==> src/hdl/i2c_register_access_master_assert.svh <==
// ----------------------------------------------------------------------------
// I2C register access master: assertion macros
// Shorthand for clocked assertions on clk with synchronous reset rst_n.
// ----------------------------------------------------------------------------
`ifndef I2C_REGISTER_ACCESS_MASTER_ASSERT_SVH
`define I2C_REGISTER_ACCESS_MASTER_ASSERT_SVH

// Same-cycle implication.
`define I2CRAM_ASSERT_NOW(label, cond, expr) \
  label: assert property (@(posedge clk) disable iff (!rst_n) (cond) |-> (expr)) \
    else $error("i2cram: same-cycle check failed");

// Next-cycle implication.
`define I2CRAM_ASSERT_NEXT(label, cond, expr) \
  label: assert property (@(posedge clk) disable iff (!rst_n) (cond) |=> (expr)) \
    else $error("i2cram: next-cycle check failed");

`endif

==> src/hdl/i2cram_pkg.sv <==
// ----------------------------------------------------------------------------
// I2C register access master: package
// Action codes, segment codes, sequencer state and the program tables.
// ----------------------------------------------------------------------------
package i2cram_pkg;

  localparam logic [1:0] ACT_TICK  = 2'd0;
  localparam logic [1:0] ACT_WRITE = 2'd1;
  localparam logic [1:0] ACT_READ  = 2'd2;

  localparam logic [3:0] SEG_START   = 4'd0;
  localparam logic [3:0] SEG_TX_DEV  = 4'd1;
  localparam logic [3:0] SEG_TX_REG  = 4'd2;
  localparam logic [3:0] SEG_TX_DATA = 4'd3;
  localparam logic [3:0] SEG_ACK     = 4'd4;
  localparam logic [3:0] SEG_TX_DEVR = 4'd5;
  localparam logic [3:0] SEG_RX      = 4'd6;
  localparam logic [3:0] SEG_NACK    = 4'd7;
  localparam logic [3:0] SEG_STOP    = 4'd8;

  // Index of the last segment of each program.
  localparam logic [3:0] WR_LAST = 4'd7;
  localparam logic [3:0] RD_LAST = 4'd10;

  // Phase that opens the receive segment (release SDA, clear shifter).
  localparam logic [1:0] PH_RX_PRE = 2'd3;

  localparam logic [7:0] READ_BIT = 8'h01;

  typedef struct packed {
    logic       active;
    logic       is_read;
    logic [3:0] seg_idx;
    logic [1:0] phase;
    logic [2:0] bit_cnt;
    logic [7:0] held_dev;
    logic [7:0] held_reg;
    logic [7:0] held_data;
    logic [7:0] shift_byte;
    logic [7:0] received_byte;
    logic       scl;
    logic       sda;
    logic       nack;
  } seq_state_t;

  typedef struct packed {
    logic [1:0] action;
    logic [7:0] dev_address;
    logic [7:0] reg_address;
    logic [7:0] write_data;
    logic       sda_in;
  } tick_in_t;

  localparam seq_state_t ST_RESET = '{
    active: 1'b0, is_read: 1'b0, seg_idx: 4'd0, phase: 2'd0, bit_cnt: 3'd0,
    held_dev: 8'd0, held_reg: 8'd0, held_data: 8'd0, shift_byte: 8'd0,
    received_byte: 8'd0, scl: 1'b1, sda: 1'b1, nack: 1'b0
  };

  // Segment at a position of the write or read program.
  function automatic logic [3:0] seg_code(input logic is_read, input logic [3:0] idx);
    logic [3:0] code;
    code = SEG_STOP;
    if (is_read) begin
      case (idx)
        4'd0:    code = SEG_START;
        4'd1:    code = SEG_TX_DEV;
        4'd2:    code = SEG_ACK;
        4'd3:    code = SEG_TX_REG;
        4'd4:    code = SEG_ACK;
        4'd5:    code = SEG_START;
        4'd6:    code = SEG_TX_DEVR;
        4'd7:    code = SEG_ACK;
        4'd8:    code = SEG_RX;
        4'd9:    code = SEG_NACK;
        default: code = SEG_STOP;
      endcase
    end else begin
      case (idx)
        4'd0:    code = SEG_START;
        4'd1:    code = SEG_TX_DEV;
        4'd2:    code = SEG_ACK;
        4'd3:    code = SEG_TX_REG;
        4'd4:    code = SEG_ACK;
        4'd5:    code = SEG_TX_DATA;
        4'd6:    code = SEG_ACK;
        default: code = SEG_STOP;
      endcase
    end
    return code;
  endfunction

endpackage

==> src/hdl/i2cram_if.sv <==
// ----------------------------------------------------------------------------
// I2C register access master: channel interfaces
// Valid/ready channels for tick transactions and pin result transactions.
// ----------------------------------------------------------------------------
interface i2cram_in_if;
  logic       valid;
  logic       ready;
  logic [1:0] action;
  logic [7:0] dev_address;
  logic [7:0] reg_address;
  logic [7:0] write_data;
  logic       sda_in;

  modport source (output valid, action, dev_address, reg_address, write_data, sda_in,
                  input ready);
  modport sink (input valid, action, dev_address, reg_address, write_data, sda_in,
                output ready);
endinterface

interface i2cram_out_if;
  logic       valid;
  logic       ready;
  logic       scl_level;
  logic       sda_level;
  logic       busy_res;
  logic       done_res;
  logic [7:0] read_data;
  logic       nack_seen;

  modport source (output valid, scl_level, sda_level, busy_res, done_res, read_data,
                  nack_seen, input ready);
  modport sink (input valid, scl_level, sda_level, busy_res, done_res, read_data,
                nack_seen, output ready);
endinterface

==> src/hdl/i2c_register_access_master.sv <==
// ----------------------------------------------------------------------------
// I2C register access master: top level
// Bit-level I2C master for one register write or one register read.
// ----------------------------------------------------------------------------
// Usage:
//   in_ch  : one transaction per pacing tick. action 1 begins a register write,
//            action 2 a register read (both ignored while busy), 0 or 3 only
//            advance. sda_in is the sampled data line for this tick.
//   out_ch : one transaction per tick with the SCL/SDA drives after the tick,
//            busy, a done pulse on the final STOP operation, the last byte
//            read and the sticky NACK flag of the current or last transfer.
//   Each tick of a transfer performs exactly one pin operation; a write
//   takes 91 ticks and a read 123 ticks, counting the beginning tick.
//   Result: registered, it appears in the cycle after the tick is accepted.
//   Throughput: one tick per cycle while out_ch takes results, set by the
//   single sequencer step between the state register and the result register.
//   Reset: idle, both lines released high, flags and bytes cleared, no
//   result pending.
//   Stall: the result register holds while out_ch is not ready; in_ch stays
//   ready as long as the held result is taken in the same cycle.
// ----------------------------------------------------------------------------
`include "i2c_register_access_master_assert.svh"

module i2c_register_access_master (
  input  logic          clk,
  input  logic          rst_n,
  i2cram_in_if.sink     in_ch,
  i2cram_out_if.source  out_ch
);

  i2cram_pkg::seq_state_t st_r;
  i2cram_pkg::seq_state_t st_nxt;
  i2cram_pkg::tick_in_t   tick;
  logic                   done_nxt;
  logic                   in_fire;
  logic                   begin_fire;

  logic       out_valid_r;
  logic       scl_r;
  logic       sda_r;
  logic       busy_r;
  logic       done_r;
  logic [7:0] read_data_r;
  logic       nack_r;

  // Accept a tick whenever the result slot is free or being drained.
  assign in_ch.ready = !out_valid_r || out_ch.ready;
  assign in_fire     = in_ch.valid && in_ch.ready;
  assign begin_fire  = in_fire && !st_r.active &&
                       (in_ch.action == i2cram_pkg::ACT_WRITE ||
                        in_ch.action == i2cram_pkg::ACT_READ);

  assign tick.action      = in_ch.action;
  assign tick.dev_address = in_ch.dev_address;
  assign tick.reg_address = in_ch.reg_address;
  assign tick.write_data  = in_ch.write_data;
  assign tick.sda_in      = in_ch.sda_in;

  i2cram_step u_step (
    .cur  (st_r),
    .tick (tick),
    .nxt  (st_nxt),
    .done (done_nxt)
  );

  // Advance the sequencer only on an accepted tick.
  always_ff @(posedge clk) begin
    if (!rst_n) begin
      st_r <= i2cram_pkg::ST_RESET;
    end else if (in_fire) begin
      st_r <= st_nxt;
    end
  end

  // Result register: load on an accepted tick, hold while stalled.
  always_ff @(posedge clk) begin
    if (!rst_n) begin
      out_valid_r <= 1'b0;
    end else if (in_fire) begin
      out_valid_r <= 1'b1;
    end else if (out_ch.ready) begin
      out_valid_r <= 1'b0;
    end
  end

  always_ff @(posedge clk) begin
    if (in_fire) begin
      scl_r       <= st_nxt.scl;
      sda_r       <= st_nxt.sda;
      busy_r      <= st_nxt.active;
      done_r      <= done_nxt;
      read_data_r <= st_nxt.received_byte;
      nack_r      <= st_nxt.nack;
    end
  end

  assign out_ch.valid     = out_valid_r;
  assign out_ch.scl_level = scl_r;
  assign out_ch.sda_level = sda_r;
  assign out_ch.busy_res  = busy_r;
  assign out_ch.done_res  = done_r;
  assign out_ch.read_data = read_data_r;
  assign out_ch.nack_seen = nack_r;

  // A transfer that begins is busy on the next cycle with its flag cleared.
  `I2CRAM_ASSERT_NEXT(a_begin_busy, begin_fire, st_r.active && !st_r.nack)
  // Done ends the transfer.
  `I2CRAM_ASSERT_NEXT(a_done_idle, in_fire && done_nxt, !st_r.active && out_ch.done_res)
  // Every accepted tick leaves a result.
  `I2CRAM_ASSERT_NEXT(a_tick_result, in_fire, out_valid_r)
  // The segment position stays inside the running program.
  `I2CRAM_ASSERT_NOW(a_seg_range, st_r.active,
    (st_r.is_read && st_r.seg_idx <= i2cram_pkg::RD_LAST) ||
    (!st_r.is_read && st_r.seg_idx <= i2cram_pkg::WR_LAST))

endmodule

==> src/hdl/i2cram_step.sv <==
// ----------------------------------------------------------------------------
// I2C register access master: one-tick sequencer step
// Computes the next sequencer state for one tick: at most one pin operation.
// ----------------------------------------------------------------------------
module i2cram_step (
  input  i2cram_pkg::seq_state_t cur,
  input  i2cram_pkg::tick_in_t   tick,
  output i2cram_pkg::seq_state_t nxt,
  output logic                   done
);

  i2cram_pkg::seq_state_t w;
  logic       start_xfer;
  logic [3:0] seg;
  logic [3:0] last_idx;
  logic       seg_end;
  logic [7:0] tx_byte;

  always_comb begin
    start_xfer = !cur.active &&
                 (tick.action == i2cram_pkg::ACT_WRITE || tick.action == i2cram_pkg::ACT_READ);
    w = cur;
    if (start_xfer) begin
      w.active    = 1'b1;
      w.is_read   = (tick.action == i2cram_pkg::ACT_READ);
      w.held_dev  = tick.dev_address;
      w.held_reg  = tick.reg_address;
      w.held_data = tick.write_data;
      w.nack      = 1'b0;
      w.seg_idx   = 4'd0;
      w.phase     = 2'd0;
      w.bit_cnt   = 3'd0;
    end

    seg      = i2cram_pkg::seg_code(w.is_read, w.seg_idx);
    last_idx = w.is_read ? i2cram_pkg::RD_LAST : i2cram_pkg::WR_LAST;
    case (seg)
      i2cram_pkg::SEG_TX_DEV:  tx_byte = w.held_dev;
      i2cram_pkg::SEG_TX_REG:  tx_byte = w.held_reg;
      i2cram_pkg::SEG_TX_DATA: tx_byte = w.held_data;
      default:                 tx_byte = w.held_dev | i2cram_pkg::READ_BIT;
    endcase

    nxt     = w;
    done    = 1'b0;
    seg_end = 1'b0;

    if (w.active) begin
      case (seg)
        i2cram_pkg::SEG_START, i2cram_pkg::SEG_ACK: begin
          case (w.phase)
            2'd0:    nxt.sda = 1'b1;
            2'd1:    nxt.scl = 1'b1;
            2'd2: begin
              if (seg == i2cram_pkg::SEG_START) nxt.sda = 1'b0;
              else nxt.nack = w.nack | tick.sda_in;
            end
            default: nxt.scl = 1'b0;
          endcase
          seg_end = (w.phase == 2'd3);
        end
        i2cram_pkg::SEG_STOP: begin
          case (w.phase)
            2'd0:    nxt.sda = 1'b0;
            2'd1:    nxt.scl = 1'b1;
            default: nxt.sda = 1'b1;
          endcase
          seg_end = (w.phase == 2'd2);
        end
        i2cram_pkg::SEG_NACK: begin
          case (w.phase)
            2'd0:    nxt.sda = 1'b1;
            2'd1:    nxt.scl = 1'b1;
            default: nxt.scl = 1'b0;
          endcase
          seg_end = (w.phase == 2'd2);
        end
        i2cram_pkg::SEG_RX: begin
          case (w.phase)
            i2cram_pkg::PH_RX_PRE: begin
              nxt.sda        = 1'b1;
              nxt.shift_byte = 8'd0;
              nxt.bit_cnt    = 3'd0;
            end
            2'd0: nxt.scl = 1'b1;
            2'd1: nxt.shift_byte[~w.bit_cnt] = w.shift_byte[~w.bit_cnt] | tick.sda_in;
            default: begin
              nxt.scl = 1'b0;
              if (w.bit_cnt == 3'd7) begin
                nxt.received_byte = w.shift_byte;
                seg_end           = 1'b1;
              end
            end
          endcase
        end
        default: begin
          case (w.phase)
            2'd0: begin
              nxt.shift_byte = tx_byte;
              nxt.sda        = tx_byte[~w.bit_cnt];
            end
            2'd1:    nxt.scl = 1'b1;
            default: nxt.scl = 1'b0;
          endcase
          seg_end = (w.phase == 2'd2) && (w.bit_cnt == 3'd7);
        end
      endcase

      // Advance the phase, bit and segment position.
      if (seg_end) begin
        nxt.bit_cnt = 3'd0;
        if (w.seg_idx == last_idx) begin
          nxt.active  = 1'b0;
          nxt.seg_idx = 4'd0;
          nxt.phase   = 2'd0;
          done        = 1'b1;
        end else begin
          nxt.seg_idx = w.seg_idx + 4'd1;
          nxt.phase   = (i2cram_pkg::seg_code(w.is_read, w.seg_idx + 4'd1) ==
                         i2cram_pkg::SEG_RX) ? i2cram_pkg::PH_RX_PRE : 2'd0;
        end
      end else if (seg == i2cram_pkg::SEG_RX || seg == i2cram_pkg::SEG_TX_DEV ||
                   seg == i2cram_pkg::SEG_TX_REG || seg == i2cram_pkg::SEG_TX_DATA ||
                   seg == i2cram_pkg::SEG_TX_DEVR) begin
        if (w.phase == i2cram_pkg::PH_RX_PRE) begin
          nxt.phase = 2'd0;
        end else if (w.phase == 2'd2) begin
          nxt.phase   = 2'd0;
          nxt.bit_cnt = w.bit_cnt + 3'd1;
        end else begin
          nxt.phase = w.phase + 2'd1;
        end
      end else begin
        nxt.phase = w.phase + 2'd1;
      end
    end
  end

endmodule

==> src/flat_wrapper.sv <==
// flat-port wrapper written by rule: the top's interface ports become plain ports
module i2c_register_access_master_flat 
  (clk, rst_n, in_ch_valid, in_ch_action, in_ch_dev_address, in_ch_reg_address, in_ch_write_data, in_ch_sda_in, in_ch_ready, out_ch_valid, out_ch_scl_level, out_ch_sda_level, out_ch_busy_res, out_ch_done_res, out_ch_read_data, out_ch_nack_seen, out_ch_ready);
  i2cram_in_if in_ch_i ();
  i2cram_out_if out_ch_i ();
  input  logic clk;
  input  logic rst_n;
  input wire logic [$bits(in_ch_i.valid)-1:0] in_ch_valid;
  input wire logic [$bits(in_ch_i.action)-1:0] in_ch_action;
  input wire logic [$bits(in_ch_i.dev_address)-1:0] in_ch_dev_address;
  input wire logic [$bits(in_ch_i.reg_address)-1:0] in_ch_reg_address;
  input wire logic [$bits(in_ch_i.write_data)-1:0] in_ch_write_data;
  input wire logic [$bits(in_ch_i.sda_in)-1:0] in_ch_sda_in;
  output wire logic [$bits(in_ch_i.ready)-1:0] in_ch_ready;
  output wire logic [$bits(out_ch_i.valid)-1:0] out_ch_valid;
  output wire logic [$bits(out_ch_i.scl_level)-1:0] out_ch_scl_level;
  output wire logic [$bits(out_ch_i.sda_level)-1:0] out_ch_sda_level;
  output wire logic [$bits(out_ch_i.busy_res)-1:0] out_ch_busy_res;
  output wire logic [$bits(out_ch_i.done_res)-1:0] out_ch_done_res;
  output wire logic [$bits(out_ch_i.read_data)-1:0] out_ch_read_data;
  output wire logic [$bits(out_ch_i.nack_seen)-1:0] out_ch_nack_seen;
  input wire logic [$bits(out_ch_i.ready)-1:0] out_ch_ready;
  assign in_ch_i.valid = in_ch_valid;
  assign in_ch_i.action = in_ch_action;
  assign in_ch_i.dev_address = in_ch_dev_address;
  assign in_ch_i.reg_address = in_ch_reg_address;
  assign in_ch_i.write_data = in_ch_write_data;
  assign in_ch_i.sda_in = in_ch_sda_in;
  assign in_ch_ready = in_ch_i.ready;
  assign out_ch_valid = out_ch_i.valid;
  assign out_ch_scl_level = out_ch_i.scl_level;
  assign out_ch_sda_level = out_ch_i.sda_level;
  assign out_ch_busy_res = out_ch_i.busy_res;
  assign out_ch_done_res = out_ch_i.done_res;
  assign out_ch_read_data = out_ch_i.read_data;
  assign out_ch_nack_seen = out_ch_i.nack_seen;
  assign out_ch_i.ready = out_ch_ready;
  i2c_register_access_master u_core (.clk(clk), .rst_n(rst_n), .in_ch(in_ch_i), .out_ch(out_ch_i));
endmodule
==> config.mk <==
export PLATFORM = sky130hd
export DESIGN_NAME = i2c_register_access_master_flat
export DESIGN_NICKNAME = d
export VERILOG_FILES = /design/src/hdl/i2cram_pkg.sv /design/src/hdl/i2cram_if.sv /design/src/hdl/i2c_register_access_master.sv /design/src/hdl/i2cram_step.sv /design/src/flat_wrapper.sv
export VERILOG_INCLUDE_DIRS = /design/src /design/src/hdl
export SDC_FILE = /design/constraint.sdc
export NUM_CORES = 1
export LEC_CHECK = 0
export BUFFER_PORTS_ARGS = -buffer_cell sky130_fd_sc_hd__buf_2
export CAP_MARGIN = 25
export CORE_ASPECT_RATIO = 1.75
export CORE_MARGIN = 1.5
export CORE_UTILIZATION = 40
export DETAILED_ROUTE_END_ITERATION = 16
export GPL_ROUTABILITY_DRIVEN = 0
export SYNTH_ARGS = -nofsm -noshare
export SYNTH_HDL_FRONTEND = slang
export SYNTH_SLANG_ARGS = --single-unit
==> constraint.sdc <==
create_clock -name clk -period 7.4 [get_ports clk]
set_input_delay 0.37 -clock clk [delete_from_list [all_inputs] [get_ports clk]]
set_output_delay 0.37 -clock clk [all_outputs]
set_load 0.02 [all_outputs]
==> qor.csv <==
metric,value,unit
status,"finished, final reports clean",
crit-path max FO,28,
Final ANT Viol Nets,0,
first-pass GRT wire length,19.0,mm
row count,50,
cell count after synthesis,532,
PD cells,197,nW/um^2
Post-route DRC,0,
Max clock buf depth,2,
Switching Fraction,0.273,
height of the die,141,um
largest family of logic cells by synthesized area,compound AO/OA/AOI/OAI gates,
number of global-route vias before repair,3947,
CP required,7.63,ns
RSZ-0062 raised after global routing,false,
Num CTS Buffers,9,
P_sw,265,uW
Cell variety after synth,65,
port bufs,45,
mux contribution to synthesized area,0.0875,
multi-input logic area,2660,sq um
post-route minimum period,4.28,ns
Yosys reg bits,68,
Sink Count,68,
CP Launch Type,input pin,
CTS tree,yes,
Max-Cap Viols,0,
clock power share,0.438,
"Clk Latency, worst-skew pair",0.34,ns
setup TNS,0,ns
Int Pwr,706,uW
Setup CP Type,input pin to flop,
# fillers,1118,
Post-Synth Simple-Gate Area,0.227,
Finished Core Util,0.464,
global route total overflow,0,
register area share after synthesis,0.343,
hold_buf cts,0,
CP Data Arrival Time,4.51,ns
H-tree Lvls,3,
highest clock rate,0.234,GHz
"Hold Vio Cnt, Final",0,
Synth Net Count,577,
Slew @ Worst Pin,1.00,ns
Adder-Cell Fraction of Synth Area,0.0403,
nets,607,
Std-Cell Core Area,10600,sq um
Synth Flop Type,dfxtp_1,
initial antenna violation count,0,
combinational power share,0.148,
async set-reset flop share out of synthesis,0,
PnR worst setup slack,3.12,ns
P&R area growth vs syn,13.4,%
Die Wd,81.8,um
Worst Hold Class,input pin to flop,
root buf cell,clkbuf_16,
WHS,0.291,ns
Setup Buffers After CTS,0,
drt pass-1 iters,4,
sequential cell area,1490,sq um
via count,4014,
Post-synth EDFFs,13,
First DRT Iteration DRCs,327,
P_leak,0.00197,uW
xor and xnor area share after synthesis,0.00403,
Slew Limit Fails,0,
total wire length,11.6,mm
Ports,46,
placed cell area,4640,sq um
hpwl dp,8.50,mm
Post-Syn Area,4350,sq um
Resized cells post-CTS,0,
Flop pwr share,0.415,
Synthesis Warnings,0,
Max VDD drop,0.124,mV
mean post-synth cell area,8.17,sq um
CP endpoint kind,flop,
DR WL/cell,16.6,um
Synth Area in Compound Gates,0.253,
Inserted Diodes,0,
share of cells above drive strength 1,0.143,
pin count of the biggest net entering global routing,54,
final setup fails,0,
die area,11500,sq um
Slew HR,0.328,
Clock Skew,0.00835,ns
post-DR vias/cell,5.76,
"Clk pin slew, worst setup/hold paths",0.06,ns
Final Instance Area,4930,sq um
gr usage total,0.212,
initial core utilization,0.409,
Placement Setup Slack,2.79,ns
final period utilization,0.579,
[sequential cells by signal, summed over array words and instances (netlist names)]
register                 count
u_core.out_ch.done_res       1
u_core.out_ch.valid          1
u_core.out_ch.busy_res       1
u_core.out_ch.read_data      8
u_core.out_ch.sda_level      1
u_core.out_ch.nack_seen      1
u_core.st_r                 54
u_core.out_ch.scl_level      1
[metrics by stage]
step           cells  total power (uW)
3_3_place_gp     681               551
3_5_place_dp     681               553
4_1_cts          697               978
6_report         697               971
2_1_floorplan    532               509
5_1_grt          697              1010
[Yosys cell counts, types with 8 or more instances]
library cell | n | area (sq um)
nand2_1 | 111 | 417
dfxtp_1 | 55 | 1100
nor2_1 | 35 | 131
a21boi_0 | 25 | 188
nand3_1 | 21 | 105
o21ai_0 | 21 | 105
mux2i_1 | 20 | 200
a21oi_1 | 19 | 95.1
clkbuf_1 | 18 | 67.6
inv_1 | 17 | 63.8
ha_1 | 14 | 175
edfxtp_1 | 13 | 390
a21boi_1 | 9 | 67.6
o211ai_1 | 9 | 67.6
nor2b_1 | 8 | 50.1
nor3_1 | 8 | 40.0
[critical path: stages]
cell	delay, ns
buf_2	0.08
inv_1	0.03
ha_1	0.39
or2_1	0.24
buf_4	0.23
nand2_1	0.20
inv_1	0.11
ha_1	0.43
o21a_1	0.22
nor2_1	0.76
nand2_4	0.19
nor3_4	0.65
nand2_1	0.36
nand2_1	0.15
a21boi_1	0.07
[path summary, 6_finish.rpt]
path              slack (ns)         endpoint                 start  cells after the start
setup / recovery        3.12   u_core.st_r[6]       in_ch_action[0]                     15
hold / removal          0.29  u_core.st_r[31]  in_ch_reg_address[4]                      3
setup reg to reg        3.18   u_core.st_r[6]       u_core.st_r[53]                     11
hold reg to reg         0.45   u_core.st_r[3]        u_core.st_r[3]                      2
[power groups by stage]
stage	logic (uW)	clock network (uW)	registers (uW)
2_1_floorplan	95.5	0	413
3_3_place_gp	141	0	410
3_5_place_dp	142	0	410
4_1_cts	143	433	402
5_1_grt	159	445	405
6_report	143	425	403
[logic make-up (layout without fill, tap and decap cells)]
logic type / Yosys count / count (layout)
XOR/XNOR: 2 / 2
buffers and inverters: 48 / 83
multiplexers: 34 / 34
AO/OA/AOI/OAI: 150 / 150
adder cells (fa/ha/maj): 14 / 14
AND/OR/NAND/NOR: 216 / 216
flip-flops: 68 / 68
[final cells by class]
type / count / share of cell area
clock buffers: 10 / 0.0464
clock inverters: 6 / 0.0129
inverters: 18 / 0.0137
multi-input cells: 416 / 0.540
flip-flops and latches: 68 / 0.302
well taps: 130 / 0.0330
repair buffers: 49 / 0.0518
[layer usage]
metal,wire length (um),global-route usage
met2,6020,0.380
met4,389,0.0955
met5,0,0
met1,4790,0.236
met3,376,0.0343
[placed cells by master (no fill, tap or decap), drive strengths merged, types with 7 or more instances in the layout]
cell | synthesis | final
mux2 | 12 | 12
nor2 | 35 | 35
edfxtp | 13 | 13
a21oi | 20 | 20
a21boi | 34 | 34
ha | 14 | 14
nor2b | 8 | 8
clkbuf | 18 | 10
buf | 12 | 49
nand2 | 112 | 112
mux2i | 20 | 20
o211ai | 9 | 9
inv | 17 | 18
dfxtp | 55 | 55
a31oi | 7 | 7
o22ai | 7 | 7
nand3 | 21 | 21
nor3b | 7 | 7
o21ai | 23 | 23
nor3 | 10 | 10
Note: power is estimated with default switching activity, not from simulation.
